==> src/sv/pps_pkg.sv <==
`default_nettype none

package pps_pkg;

	localparam int LIMIT_W = 20;
	localparam int SIGNAL_W = 16;

	localparam logic [SIGNAL_W-1:0] SSDV_SIGNAL_RESET = 16'd1000;
	localparam logic [LIMIT_W-1:0] STOP_DELAY_RESET = 20'd15000;
	localparam logic [LIMIT_W-1:0] MAX_SESSION_RESET = 20'd600000;

	localparam logic [1:0] REG_SSDV_SIGNAL = 2'd0;
	localparam logic [1:0] REG_STOP_DELAY = 2'd1;
	localparam logic [1:0] REG_MAX_SESSION = 2'd2;

	localparam logic [1:0] OP_TICK = 2'd0;

	// duration class bounds, whole minutes of 60000 ticks
	localparam int DUR_1MIN = 60000;
	localparam int DUR_2MIN = 120000;
	localparam int DUR_4MIN = 240000;
	localparam int DUR_6MIN = 360000;
	localparam int DUR_8MIN = 480000;
	localparam int DUR_10MIN = 600000;

	localparam logic [4:0] BEACON_NONE = 5'd0;
	localparam logic [4:0] BEACON_COMMS = 5'd1;
	localparam logic [4:0] BEACON_PHOTO = 5'd8;
	localparam logic [4:0] BEACON_SSDV = 5'd15;
	localparam logic [4:0] BEACON_OC = 5'd22;

	typedef enum logic [6:0] {
		PH_OFF    = 7'b0000001,
		PH_WAIT   = 7'b0000010,
		PH_PHOTO  = 7'b0000100,
		PH_COMMS  = 7'b0001000,
		PH_SIGNAL = 7'b0010000,
		PH_SSDV   = 7'b0100000,
		PH_DELAY  = 7'b1000000
	} phase_t;

	typedef enum logic [1:0] {
		ACT_NONE  = 2'd0,
		ACT_PHOTO = 2'd1,
		ACT_SSDV  = 2'd2,
		ACT_COMMS = 2'd3
	} act_t;

	typedef enum logic [1:0] {
		SR_NONE      = 2'd0,
		SR_ACCEPTED  = 2'd1,
		SR_BUSY      = 2'd2,
		SR_LOW_POWER = 2'd3
	} start_res_t;

	typedef struct packed {
		logic [1:0] opcode;
		logic       sd_req_a;
		logic       sd_req_b;
		logic       sd_req_c;
		logic       overcurrent_n;
		logic       pwr_ok;
	} item_t;

	typedef struct packed {
		logic       power_on;
		logic       mode_line_high;
		logic [1:0] start_result;
		logic [2:0] session_state;
		logic [4:0] beacon_code;
		logic       timeout_seen;
		logic       overcurrent_seen;
	} result_t;

	typedef struct packed {
		logic [1:0]         index;
		logic [LIMIT_W-1:0] value;
	} cfg_t;

	typedef struct packed {
		logic [SIGNAL_W-1:0] ssdv_signal;
		logic [LIMIT_W-1:0]  stop_delay;
		logic [LIMIT_W-1:0]  max_session;
	} cfg_regs_t;

	typedef struct packed {
		phase_t phase;
		act_t   act;
		logic   mode;
		logic   timeout;
		logic   oc;
	} ctrl_t;

	function automatic logic [2:0] phase_code(phase_t p);
		logic [2:0] c;
		case (p)
			PH_OFF:    c = 3'd0;
			PH_WAIT:   c = 3'd1;
			PH_PHOTO:  c = 3'd2;
			PH_COMMS:  c = 3'd3;
			PH_SIGNAL: c = 3'd4;
			PH_SSDV:   c = 3'd5;
			PH_DELAY:  c = 3'd6;
			default:   c = 3'd0;
		endcase
		return c;
	endfunction

endpackage

`default_nettype wire

==> src/sv/pps_step.sv <==
`default_nettype none

module pps_step #(
	parameter int TIMER_BITS = 20
) (
	input  wire pps_pkg::item_t          item,
	input  wire pps_pkg::cfg_regs_t      regs,
	input  wire pps_pkg::ctrl_t          cur,
	input  wire logic [TIMER_BITS-1:0]   elapsed,
	input  wire logic [TIMER_BITS-1:0]   phase_cnt,
	input  wire logic [TIMER_BITS-1:0]   last_dur,
	output pps_pkg::ctrl_t          nxt,
	output logic [TIMER_BITS-1:0]   elapsed_nxt,
	output logic [TIMER_BITS-1:0]   phase_nxt,
	output logic [TIMER_BITS-1:0]   last_nxt,
	output pps_pkg::result_t        result
);

	localparam int CW = (TIMER_BITS > pps_pkg::LIMIT_W) ? TIMER_BITS : pps_pkg::LIMIT_W;
	localparam logic [TIMER_BITS-1:0] CNT_MAX = '1;

	logic [1:0]           votes;
	logic                 shut;
	logic                 oc_now;
	logic                 force_timeout;
	pps_pkg::start_res_t  start_res;
	logic [CW-1:0]        dur_x;
	logic [2:0]           dur_class;
	logic [4:0]           beacon_base;

	assign votes = {1'b0, item.sd_req_a} + {1'b0, item.sd_req_b} + {1'b0, item.sd_req_c};
	assign shut = votes[1];
	assign oc_now = !item.overcurrent_n;

	always_comb begin
		nxt = cur;
		last_nxt = last_dur;
		start_res = pps_pkg::SR_NONE;
		elapsed_nxt = (elapsed == CNT_MAX) ? elapsed : elapsed + 1'b1;
		phase_nxt = (phase_cnt == CNT_MAX) ? phase_cnt : phase_cnt + 1'b1;

		if (item.opcode != pps_pkg::OP_TICK) begin
			if (cur.phase != pps_pkg::PH_OFF) begin
				start_res = pps_pkg::SR_BUSY;
			end else if (!item.pwr_ok) begin
				start_res = pps_pkg::SR_LOW_POWER;
			end else begin
				start_res = pps_pkg::SR_ACCEPTED;
				nxt.act = pps_pkg::act_t'(item.opcode);
				nxt.mode = (pps_pkg::act_t'(item.opcode) == pps_pkg::ACT_COMMS);
				nxt.timeout = 1'b0;
				nxt.oc = 1'b0;
				nxt.phase = pps_pkg::PH_WAIT;
				elapsed_nxt = '0;
			end
		end

		force_timeout = (CW'(elapsed_nxt) > CW'(regs.max_session))
			&& (nxt.phase != pps_pkg::PH_OFF);

		if (oc_now) begin
			nxt.phase = pps_pkg::PH_OFF;
			last_nxt = elapsed_nxt;
			nxt.oc = 1'b1;
		end else if (force_timeout) begin
			nxt.phase = pps_pkg::PH_OFF;
			last_nxt = elapsed_nxt;
			nxt.timeout = 1'b1;
		end else begin
			case (nxt.phase)
				pps_pkg::PH_OFF: begin
				end
				pps_pkg::PH_WAIT: begin
					if (!shut) begin
						case (nxt.act)
							pps_pkg::ACT_PHOTO: nxt.phase = pps_pkg::PH_PHOTO;
							pps_pkg::ACT_COMMS: nxt.phase = pps_pkg::PH_COMMS;
							pps_pkg::ACT_SSDV: begin
								phase_nxt = '0;
								nxt.phase = pps_pkg::PH_SIGNAL;
							end
							default: nxt.phase = pps_pkg::PH_OFF;
						endcase
					end
				end
				pps_pkg::PH_PHOTO, pps_pkg::PH_COMMS, pps_pkg::PH_SSDV: begin
					if (shut) begin
						nxt.phase = pps_pkg::PH_DELAY;
						phase_nxt = '0;
					end
				end
				pps_pkg::PH_SIGNAL: begin
					if (CW'(phase_nxt) > CW'(regs.ssdv_signal)) begin
						nxt.mode = 1'b1;
						nxt.phase = pps_pkg::PH_SSDV;
					end
				end
				pps_pkg::PH_DELAY: begin
					if (CW'(phase_nxt) > CW'(regs.stop_delay)) begin
						nxt.phase = pps_pkg::PH_OFF;
						last_nxt = elapsed_nxt;
					end
				end
				default: nxt.phase = pps_pkg::PH_OFF;
			endcase
		end
	end

	assign dur_x = CW'(last_nxt);

	always_comb begin
		if (dur_x < CW'(pps_pkg::DUR_1MIN))       dur_class = 3'd0;
		else if (dur_x < CW'(pps_pkg::DUR_2MIN))  dur_class = 3'd1;
		else if (dur_x < CW'(pps_pkg::DUR_4MIN))  dur_class = 3'd2;
		else if (dur_x < CW'(pps_pkg::DUR_6MIN))  dur_class = 3'd3;
		else if (dur_x < CW'(pps_pkg::DUR_8MIN))  dur_class = 3'd4;
		else if (dur_x < CW'(pps_pkg::DUR_10MIN)) dur_class = 3'd5;
		else                                      dur_class = 3'd6;
	end

	always_comb begin
		if (nxt.oc) begin
			beacon_base = pps_pkg::BEACON_OC;
		end else begin
			case (nxt.act)
				pps_pkg::ACT_COMMS: beacon_base = pps_pkg::BEACON_COMMS;
				pps_pkg::ACT_PHOTO: beacon_base = pps_pkg::BEACON_PHOTO;
				pps_pkg::ACT_SSDV:  beacon_base = pps_pkg::BEACON_SSDV;
				default:            beacon_base = pps_pkg::BEACON_NONE;
			endcase
		end
	end

	always_comb begin
		result.power_on = (nxt.phase != pps_pkg::PH_OFF);
		result.mode_line_high = nxt.mode;
		result.start_result = start_res;
		result.session_state = pps_pkg::phase_code(nxt.phase);
		result.beacon_code = (beacon_base == pps_pkg::BEACON_NONE) ? pps_pkg::BEACON_NONE
			: beacon_base + {2'b00, dur_class};
		result.timeout_seen = nxt.timeout;
		result.overcurrent_seen = nxt.oc;
	end

endmodule

`default_nettype wire

==> config.mk <==
export PLATFORM = sky130hd
export DESIGN_NAME = pps_step
export DESIGN_NICKNAME = d
export VERILOG_FILES = /design/src/sv/pps_pkg.sv /design/src/sv/pps_step.sv
export SDC_FILE = /design/constraint.sdc
export NUM_CORES = 1
export LEC_CHECK = 0
export BUFFER_PORTS_ARGS = -buffer_cell sky130_fd_sc_hd__buf_2
export CAP_MARGIN = 25
export CORE_MARGIN = 2
export CORE_UTILIZATION = 25
export DETAILED_ROUTE_END_ITERATION = 7
export GPL_TIMING_DRIVEN = 0
export PLACE_DENSITY = 0.49
export SLEW_MARGIN = 0
export SYNTH_ARGS = -nofsm -noshare
export SYNTH_HDL_FRONTEND = slang
export SYNTH_SLANG_ARGS = --single-unit
==> constraint.sdc <==
create_clock -name vclk -period 23.4
set_clock_uncertainty 0.15 [all_clocks]
set_input_delay 4.68 -clock vclk [all_inputs]
set_output_delay 4.68 -clock vclk [all_outputs]
set_load 0.005 [all_outputs]
==> impl_metrics.json, run 1 <==
{
  "status": "finished clean",
  "grt_pass1_vias": 5044,
  "nFlopsAndLatches": 0,
  "gp_congestion": 0.851,
  "worstMarginPinSlew_ns": 1.01,
  "syn2layout_area_growth_pct": 31.7,
  "yosysWarningCount": 0,
  "netlist.area_leader.share_pct": 19.6,
  "grt.total_usage_pct": 17.4,
  "start_kind": "input port",
  "synth-adder-area-share_pct": 20.0,
  "synth_cells": 635,
  "clockBufferCount": 0,
  "fmax_ghz": 0.0623,
  "crit_fanout": 10,
  "crit_family": "compound AO/OA/AOI/OAI gates",
  "leakagePower_nw": 2.90,
  "setup_viol": 0,
  "post-dp-hpwl_um": 14700,
  "worst_ep_arrival_time_ns": 11.22,
  "postCtsHoldBufs": 0,
  "fillers": 1878,
  "synthMuxAreaShare_pct": 5.99,
  "yosysTopAreaCell": "ha_1",
  "num_io_pins": 221,
  "synth_cell_types": 78,
  "wl_per_cell_um": 15.8,
  "max_slew_margin_pct": 32.2,
  "required_ns": 18.57,
  "end_kind": "primary output",
  "crit_slowest_cell": "a211oi_1",
  "hold_class": "in2out",
  "ant_nets": 0,
  "final_layout_size_suffix_gt1_share_pct": 32.4,
  "grt_use_met3_pct": 1.20,
  "grt_pass1_wl_um": 25900,
  "finalCriticalPeriod_ns": 16.05,
  "cts_setup_buffers": 0,
  "ir_worst_vdd_v": 0.00000667,
  "ys_seq_area_share_pct": 0,
  "io_buffers": 215,
  "use_met2_pct": 30.9,
  "top_usage_layer": "met2",
  "start_util_pct": 25.7,
  "p_per_area_nw_per_um2": 17.4,
  "drt-pass1-iter-count": 5,
  "die_h_um": 135,
  "dieArea_um2": 18200,
  "core_um2": 16600,
  "drc": 0,
  "cpPeakStageDelay_ns": 0.89,
  "first_iter_violations": 260,
  "avgSynthCellArea_um2": 6.75,
  "mappedNetlistArea_um2": 4280,
  "fin_nets": 1056,
  "setup_tns_ns": 0,
  "num_rows": 47,
  "grt_use_met1_pct": 23.9,
  "grt_max_degree": 11,
  "grt_setup_unrepaired": "false",
  "drt_wl_total_um": 17000,
  "slew_violations": 0,
  "num_vias": 5304,
  "path_buf_inv": 3,
  "synth_xor_area_share_pct": 6.13,
  "ys_top_cells_by_area": "ha_1 20%, inv_1 6.7%, mux2_2 5.5%, nor2_1 5.3%, a21oi_1 5.1%",
  "worstPathCellList": "clkbuf_1 > nand3_1 > nor3_2 > nand4_1 > a211oi_1 > ha_1 > nand4_1 > nor2_1 > a221o_1 > or4_1 > a21boi_1 > o21ai_2 > mux2_2 > a211oi_1 > a221oi_1 > a211oi_2 > ha_1 > inv_1 > fa_1 > nor2b_1 > o21ai_0 > nand2_1 > buf_2",
  "grt_antenna_before_repair": 0,
  "ff_latch_area_um2": 0,
  "synthesis.nets": 838,
  "fp.dieW_um": 135,
  "hold_viol": 0,
  "hold_ws_ns": 9.50,
  "path_class": "in2out",
  "antennaDiodeCount": 0,
  "cap_violations": 0,
  "vias_per_cell": 4.95,
  "synth_compound_area_share_pct": 26.3,
  "synthSimpleGateAreaFrac_pct": 31.5,
  "synth_top_family_by_area": "simple AND/OR/NAND/NOR gates",
  "period_share_pct": 68.6,
  "cts-resized-gates": 0,
  "gr-total-overflow": 0
}
-- per-stage QoR --
step	util [%]	worst slack (ns)	total power, mW	instance area [um2]	std cells
2_1_floorplan	-	8.79	0.0568	4280	635
4_1_cts	33.9	7.44	0.0990	5640	1071
6_report	33.9	7.35	0.0984	5640	1071
5_1_grt	33.9	6.88	0.111	5640	1071
3_5_place_dp	33.9	7.45	0.0984	5640	1071
3_3_place_gp	33.9	7.22	0.0984	5640	1070
-- layout make-up --
class                      count  area (um2)  share of cell area (%)
tap                          220         275                    4.88
timing repair buffer         216        1080                    19.2
multi-input combinational    538        3850                    68.3
inverter                      77         289                    5.12
buffer                        20         143                    2.53
-- final timing paths --
path                   startpoint           to  slack [ns]  cells after the start
worst min-delay path  last_dur[4]  last_nxt[4]        9.50                      3
worst max-delay path   elapsed[8]    result[6]        7.35                     23
-- Yosys cell counts, drive strengths merged, types with 10 or more instances --
library cell / instances
inv: 77
ha: 67
nor2: 61
a21oi: 45
nand2: 43
nand3: 27
nor3: 26
nand4: 23
o21ai: 23
mux2: 21
xnor2: 17
nor2b: 16
a21o: 15
a21boi: 13
xor2: 13
a31oi: 11
clkbuf: 11
nor4: 10
-- where the power goes --
group,switching [mW],total (mW),internal [mW]
combinational,0.0533,0.0984,0.0450
clock,0,0,0
sequential,0,0,0
total,0.0533,0.0984,0.0450
-- cells by family after synthesis --
family / after synthesis
XOR/XNOR: 30
adder cells (fa/ha/maj): 68
AND/OR/NAND/NOR: 254
buffers and inverters: 97
AO/OA/AOI/OAI: 163
multiplexers: 23
-- per-layer routing --
metal | wire length, um | vias to the layer above
met5 | 0 | -
met4 | 187 | 0
met3 | 907 | 10
met2 | 7930 | 168
met1 | 7940 | 2374
li1 | - | 2752
-- cells in the final DEF, fill, tap and decap left out, types with 11 or more instances in the layout --
cell      count
nand4_1      23
buf_2       219
o21ai_0      21
mux2_2       21
a21boi_0     12
nand2_1      43
ha_1         67
nor3_1       20
xor2_1       13
nor2_1       60
a21oi_1      44
a31oi_1      11
xnor2_1      17
a21o_1       15
nand3_1      27
inv_1        77
nor2b_1      16
Power figures use the tool's default switching activity.
==> run 2, diff against run 1 <==
ABC_AREA = 1   (was default)
PLACE_DENSITY = 0.5   (was 0.49)
clock period = 13.6 ns   (was 23.4 ns; I/O delays follow)
==> run 2 against run 1 <==
First-iteration DRC count is 13% lower. Sequential share of layout area unchanged. Die area rose by 9.7%. Non-clock buffer count up 1. Largest cell class unchanged. Total power is 97% higher. Largest power group unchanged. Synthesized cell count grew 43%. Hold slack worse by 4.0 ns. Area after synthesis rose by 10%. Flip-flop and latch count stayed put.
==> impl_metrics.json, run 2 <==
{
  "dpl.cell_count": 1360,
  "drt_wl_total_um": 17800,
  "syn2layout_area_growth_pct": 29.6,
  "worst_ep_arrival_time_ns": 7.96,
  "crit_fanout": 10,
  "core_um2": 18600,
  "cts-resized-gates": 0,
  "grt_pass1_wl_um": 27300,
  "utilization_pct": 32.9,
  "period_share_pct": 79.7,
  "fin_nets": 1331,
  "synthesis.nets": 1109,
  "wl_per_cell_um": 13.1,
  "p_sw_share_pct": 60.0,
  "post-dp-hpwl_um": 15800,
  "start_util_pct": 25.4,
  "gp_congestion": 0.882,
  "start_kind": "input port",
  "yosysMostFrequentCell": "nand2_1",
  "layout_commonest_cell": "nand2_1",
  "switchingPower_uw": 116,
  "vias_per_cell": 4.47,
  "highest_layer": "met4",
  "wl_met2_um": 8210,
  "setup_viol": 0,
  "grt.total_usage_pct": 16.7,
  "leakagePower_nw": 3.84,
  "p_comb_share_pct": 100.0,
  "required_ns": 10.73,
  "worstMarginPinSlew_ns": 0.694,
  "ys_top_cells_by_count": "233 x nand2_1, 197 x inv_1, 112 x nor2_1, 67 x ha_1, 56 x nand3_1",
  "hold_class": "in2out",
  "synth_top_family_by_area": "simple AND/OR/NAND/NOR gates",
  "finalNonFillerCells": 1361,
  "p_seq_share_pct": 0,
  "design_area_um2": 6110,
  "wirelength_met1_um": 8450,
  "nFlopsAndLatches": 0,
  "num_vias": 6087,
  "grt_pass1_vias": 5571,
  "min_path_cells": 4,
  "synthMuxAreaShare_pct": 0,
  "synth_compound_area_share_pct": 11.8,
  "dp_slack_ns": 2.69,
  "fmax_ghz": 0.0923,
  "cpPeakStageDelay_ns": 0.41,
  "hold_ws_ns": 5.55,
  "grt_antenna_before_repair": 1,
  "wl_met3_um": 1020,
  "p_total_uw": 193,
  "die_h_um": 141,
  "postLayoutSetupSlackWorst_ns": 2.77,
  "final_layout_size_suffix_gt1_share_pct": 26.9,
  "synth_cells": 906,
  "fillers": 2197,
  "grt_setup_unrepaired": "false",
  "finalCriticalPeriod_ns": 10.83,
  "synth-adder-area-share_pct": 18.2,
  "hold_viol": 0,
  "dpl_cell_area_um2": 6110,
  "path_common_cell": "nand2_1",
  "clockBufferCount": 0,
  "num_io_pins": 221,
  "postCtsHoldBufs": 0,
  "fp.dieW_um": 141,
  "cap_violations": 0,
  "num_rows": 50,
  "drt-pass1-iter-count": 5,
  "synth_xor_area_share_pct": 3.16,
  "yosysWarningCount": 0,
  "grt_max_degree": 11,
  "first_iter_violations": 225,
  "ant_nets": 0,
  "cts_setup_buffers": 0,
  "drc": 0,
  "dieArea_um2": 20000,
  "io_buffers": 220,
  "p_per_area_nw_per_um2": 31.7,
  "status": "finished clean",
  "setup_tns_ns": 0,
  "mostFrequentLayoutCells": "233 x nand2_1, 226 x buf_2, 197 x inv_1, 112 x nor2_1, 67 x ha_1",
  "internal-power_uw": 77.4,
  "crit_slowest_cell": "fa_1",
  "slew_violations": 0,
  "synth_cell_types": 43,
  "path_class": "in2out",
  "ys_seq_area_share_pct": 0,
  "netlist.area_leader.share_pct": 18.6,
  "ir_worst_vdd_v": 0.00000921,
  "max_slew_margin_pct": 53.8,
  "gr-total-overflow": 0,
  "synthSimpleGateAreaFrac_pct": 48.3,
  "ff_latch_area_um2": 0,
  "mappedNetlistArea_um2": 4710,
  "yosysTopAreaCell": "nand2_1",
  "clkPwrFrac_pct": 0,
  "avgSynthCellArea_um2": 5.20,
  "ys_top_cells_by_area": "nand2_1 19%, ha_1 18%, inv_1 16%, nor2_1 8.9%, nand3_1 5.9%",
  "end_kind": "primary output"
}
==> run 2: power groups by stage <==
stage / clock network, mW / logic [mW] / registers (mW)
global route: 0.00000000984 / 0.221 / 0
floorplan: 0 / 0.118 / 0
detailed placement: 0 / 0.194 / 0
finish: 0.00000000985 / 0.193 / 0
CTS: 0 / 0.195 / 0
global placement: 0 / 0.193 / 0
==> run 2: area by class of cell <==
cell class	count	area, um2	area share (%)
well taps	234	293	4.79
diodes	1	2.50	0.0410
inverters	204	767	12.6
repair buffers	220	1100	18.0
multi-input cells	685	3840	62.9
plain buffers	17	105	1.72
==> run 2: worst paths after layout <==
check / endpoint / from / slack, ns
setup / recovery: result[3] / phase_cnt[12] / 2.77
hold / removal: last_nxt[1] / last_dur[1] / 5.55
==> run 2: critical path, delay by kind of cell <==
kind | cells | cell delay [ns]
fa+ha+maj | 3 | 0.87
xor+xnor | 1 | 0.18
simple gates | 26 | 3.15
compound gates | 1 | 0.25
buf+inv | 7 | 0.78
==> run 2: cells by family (layout without fill, tap and decap cells) <==
group,after synthesis,count (layout)
AOI/OAI and AO/OA,92,92
xor gates and xnor gates,17,17
adders and majority gates,68,68
buffers and inverters,221,441
other,0,1
and+or+nand+nor,508,508
==> run 2: layer usage <==
metal | up-vias | global-route usage [%]
met2 | 172 | 30.2
met5 | - | 0
li1 | 3285 | -
met4 | 0 | 1.05
met3 | 6 | 1.25
met1 | 2624 | 22.6
==> run 3, diff against run 2 <==
ABC_AREA = 0   (was 1)
PLACE_DENSITY = 0.51   (was 0.5)
clock period = 8.9 ns   (was 13.6 ns; I/O delays follow)
==> run 3 against run 2 <==
Cell area increased by 7.5%. First-iteration DRC count is 37% higher. Highest routed layer unchanged. Combinational power grew 56%. Sequential share of layout area unchanged. Die area fell by 8.9%. Final cell count is 17% lower. Hold slack got worse by 1.8 ns. Total power increased by 56%. Setup slack worse by 2.6 ns. Critical path depth decreased by 15. Utilization up 6.6 points. Wire length decreased by 1.0%.
==> impl_metrics.json, run 3 (synthesized netlist as in run 1, its figures left out) <==
{
  "fmax_ghz": 0.115,
  "final_layout_size_suffix_gt1_share_pct": 44.2,
  "grt_pass1_wl_um": 26400,
  "wl_per_cell_um": 15.7,
  "design_area_um2": 6570,
  "num_vias": 5667,
  "clockBufferCount": 0,
  "hold_ws_ns": 3.70,
  "grt_pass1_vias": 5236,
  "max_slew_margin_pct": 44.4,
  "fin_nets": 1105,
  "layout_commonest_cell": "buf_2",
  "worst_ep_arrival_time_ns": 6.78,
  "slew_violations": 0,
  "post-dp-hpwl_um": 14300,
  "gp_congestion": 0.881,
  "fp.dieW_um": 135,
  "drt-pass1-iter-count": 7,
  "nFlopsAndLatches": 0,
  "mostFrequentLayoutCells": "215 x buf_2, 77 x inv_1, 64 x ha_1, 55 x buf_4, 50 x nor2_1",
  "num_io_pins": 221,
  "io_buffers": 215,
  "end_kind": "primary output",
  "grt_antenna_before_repair": 4,
  "ff_latch_area_um2": 0,
  "dpl_cell_area_um2": 5640,
  "start_kind": "input port",
  "finalCriticalPeriod_ns": 8.71,
  "vias_per_cell": 5.04,
  "start_util_pct": 25.7,
  "drt_wl_total_um": 17700,
  "grt.total_usage_pct": 17.7,
  "cap_violations": 0,
  "period_share_pct": 97.9,
  "p_total_uw": 301,
  "hold_class": "in2out",
  "first_iter_violations": 308,
  "fillers": 1804,
  "path_class": "in2out",
  "leakagePower_nw": 3.31,
  "multi_input_area_um2": 4370,
  "num_rows": 47,
  "drc": 0,
  "die_h_um": 135,
  "setup_viol": 0,
  "syn2layout_area_growth_pct": 53.2,
  "status": "finished clean",
  "grt_max_degree": 11,
  "required_ns": 6.97,
  "postLayoutSetupSlackWorst_ns": 0.188,
  "crit_fanout": 8,
  "ir_worst_vdd_v": 0.0000202,
  "dp_slack_ns": -1.17,
  "p_per_area_nw_per_um2": 45.9,
  "worstMarginPinSlew_ns": 0.826,
  "gr-total-overflow": 0,
  "ant_nets": 0,
  "core_um2": 16600,
  "hold_viol": 0,
  "dieArea_um2": 18200
}
[run 3: worst paths after layout]
kind	startpoint	depth (start not counted)	slack [ns]	endpoint
setup / recovery	cur[9]	23	0.19	result[3]
hold / removal	last_dur[0]	3	3.70	last_nxt[0]
[run 3: routing by layer]
layer	up-vias	part of all wire, %	GRT usage (%)
met3	10	5.0	1.20
met4	0	0.93	2.40
met2	207	49	31.0
li1	2857	-	-
met5	-	0	0
met1	2593	45	24.4
[run 3: what timing repair did]
action / in CTS / in global routing
hold buffers: 0 / 0
buffers inserted: 19 / 32
resized for setup: 56 / 59
pin swaps: 25 / 39
setup endpoints to repair: 18 / 4
[run 3: metrics by stage]
stage / TNS, ns / utilization [%] / instances
CTS: 0 / 36.4 / 1088
finish: 0 / 39.4 / 1124
global placement: -10.62 / 33.9 / 1070
detailed placement: -6.10 / 33.9 / 1071
global route: -0.157 / 39.4 / 1124
floorplan: 0 / - / 635
[run 3: layout make-up]
cell class,count,share of cell area (%)
well taps,220,4.19
repair buffers,267,22.5
inverters,77,4.40
diodes,4,0.152
multi-input cells,538,66.6
plain buffers,18,2.15
[run 3: critical path, cell delays in order]
cell and delay, ns:
buf_2 0.15, or3_4 0.40, or4_4 0.52, buf_6 0.17, o21ai_1 0.10, a21oi_2 0.07
ha_1 0.28, nand4_1 0.14, nor2_1 0.07, a221o_1 0.29, or4_4 0.56, a21boi_4 0.19
o21ai_4 0.11, buf_6 0.16, mux2_4 0.30, a31o_1 0.24, a221oi_2 0.25, a211oi_2 0.08
ha_2 0.20, inv_1 0.07, fa_2 0.43, nor2_2 0.09, buf_2 0.11
[run 3: power breakdown]
part	internal (mW)	total, mW	switching [mW]
sequential	0	0	0
clock	0.0000000602	0.0000000603	0
combinational	0.144	0.301	0.157
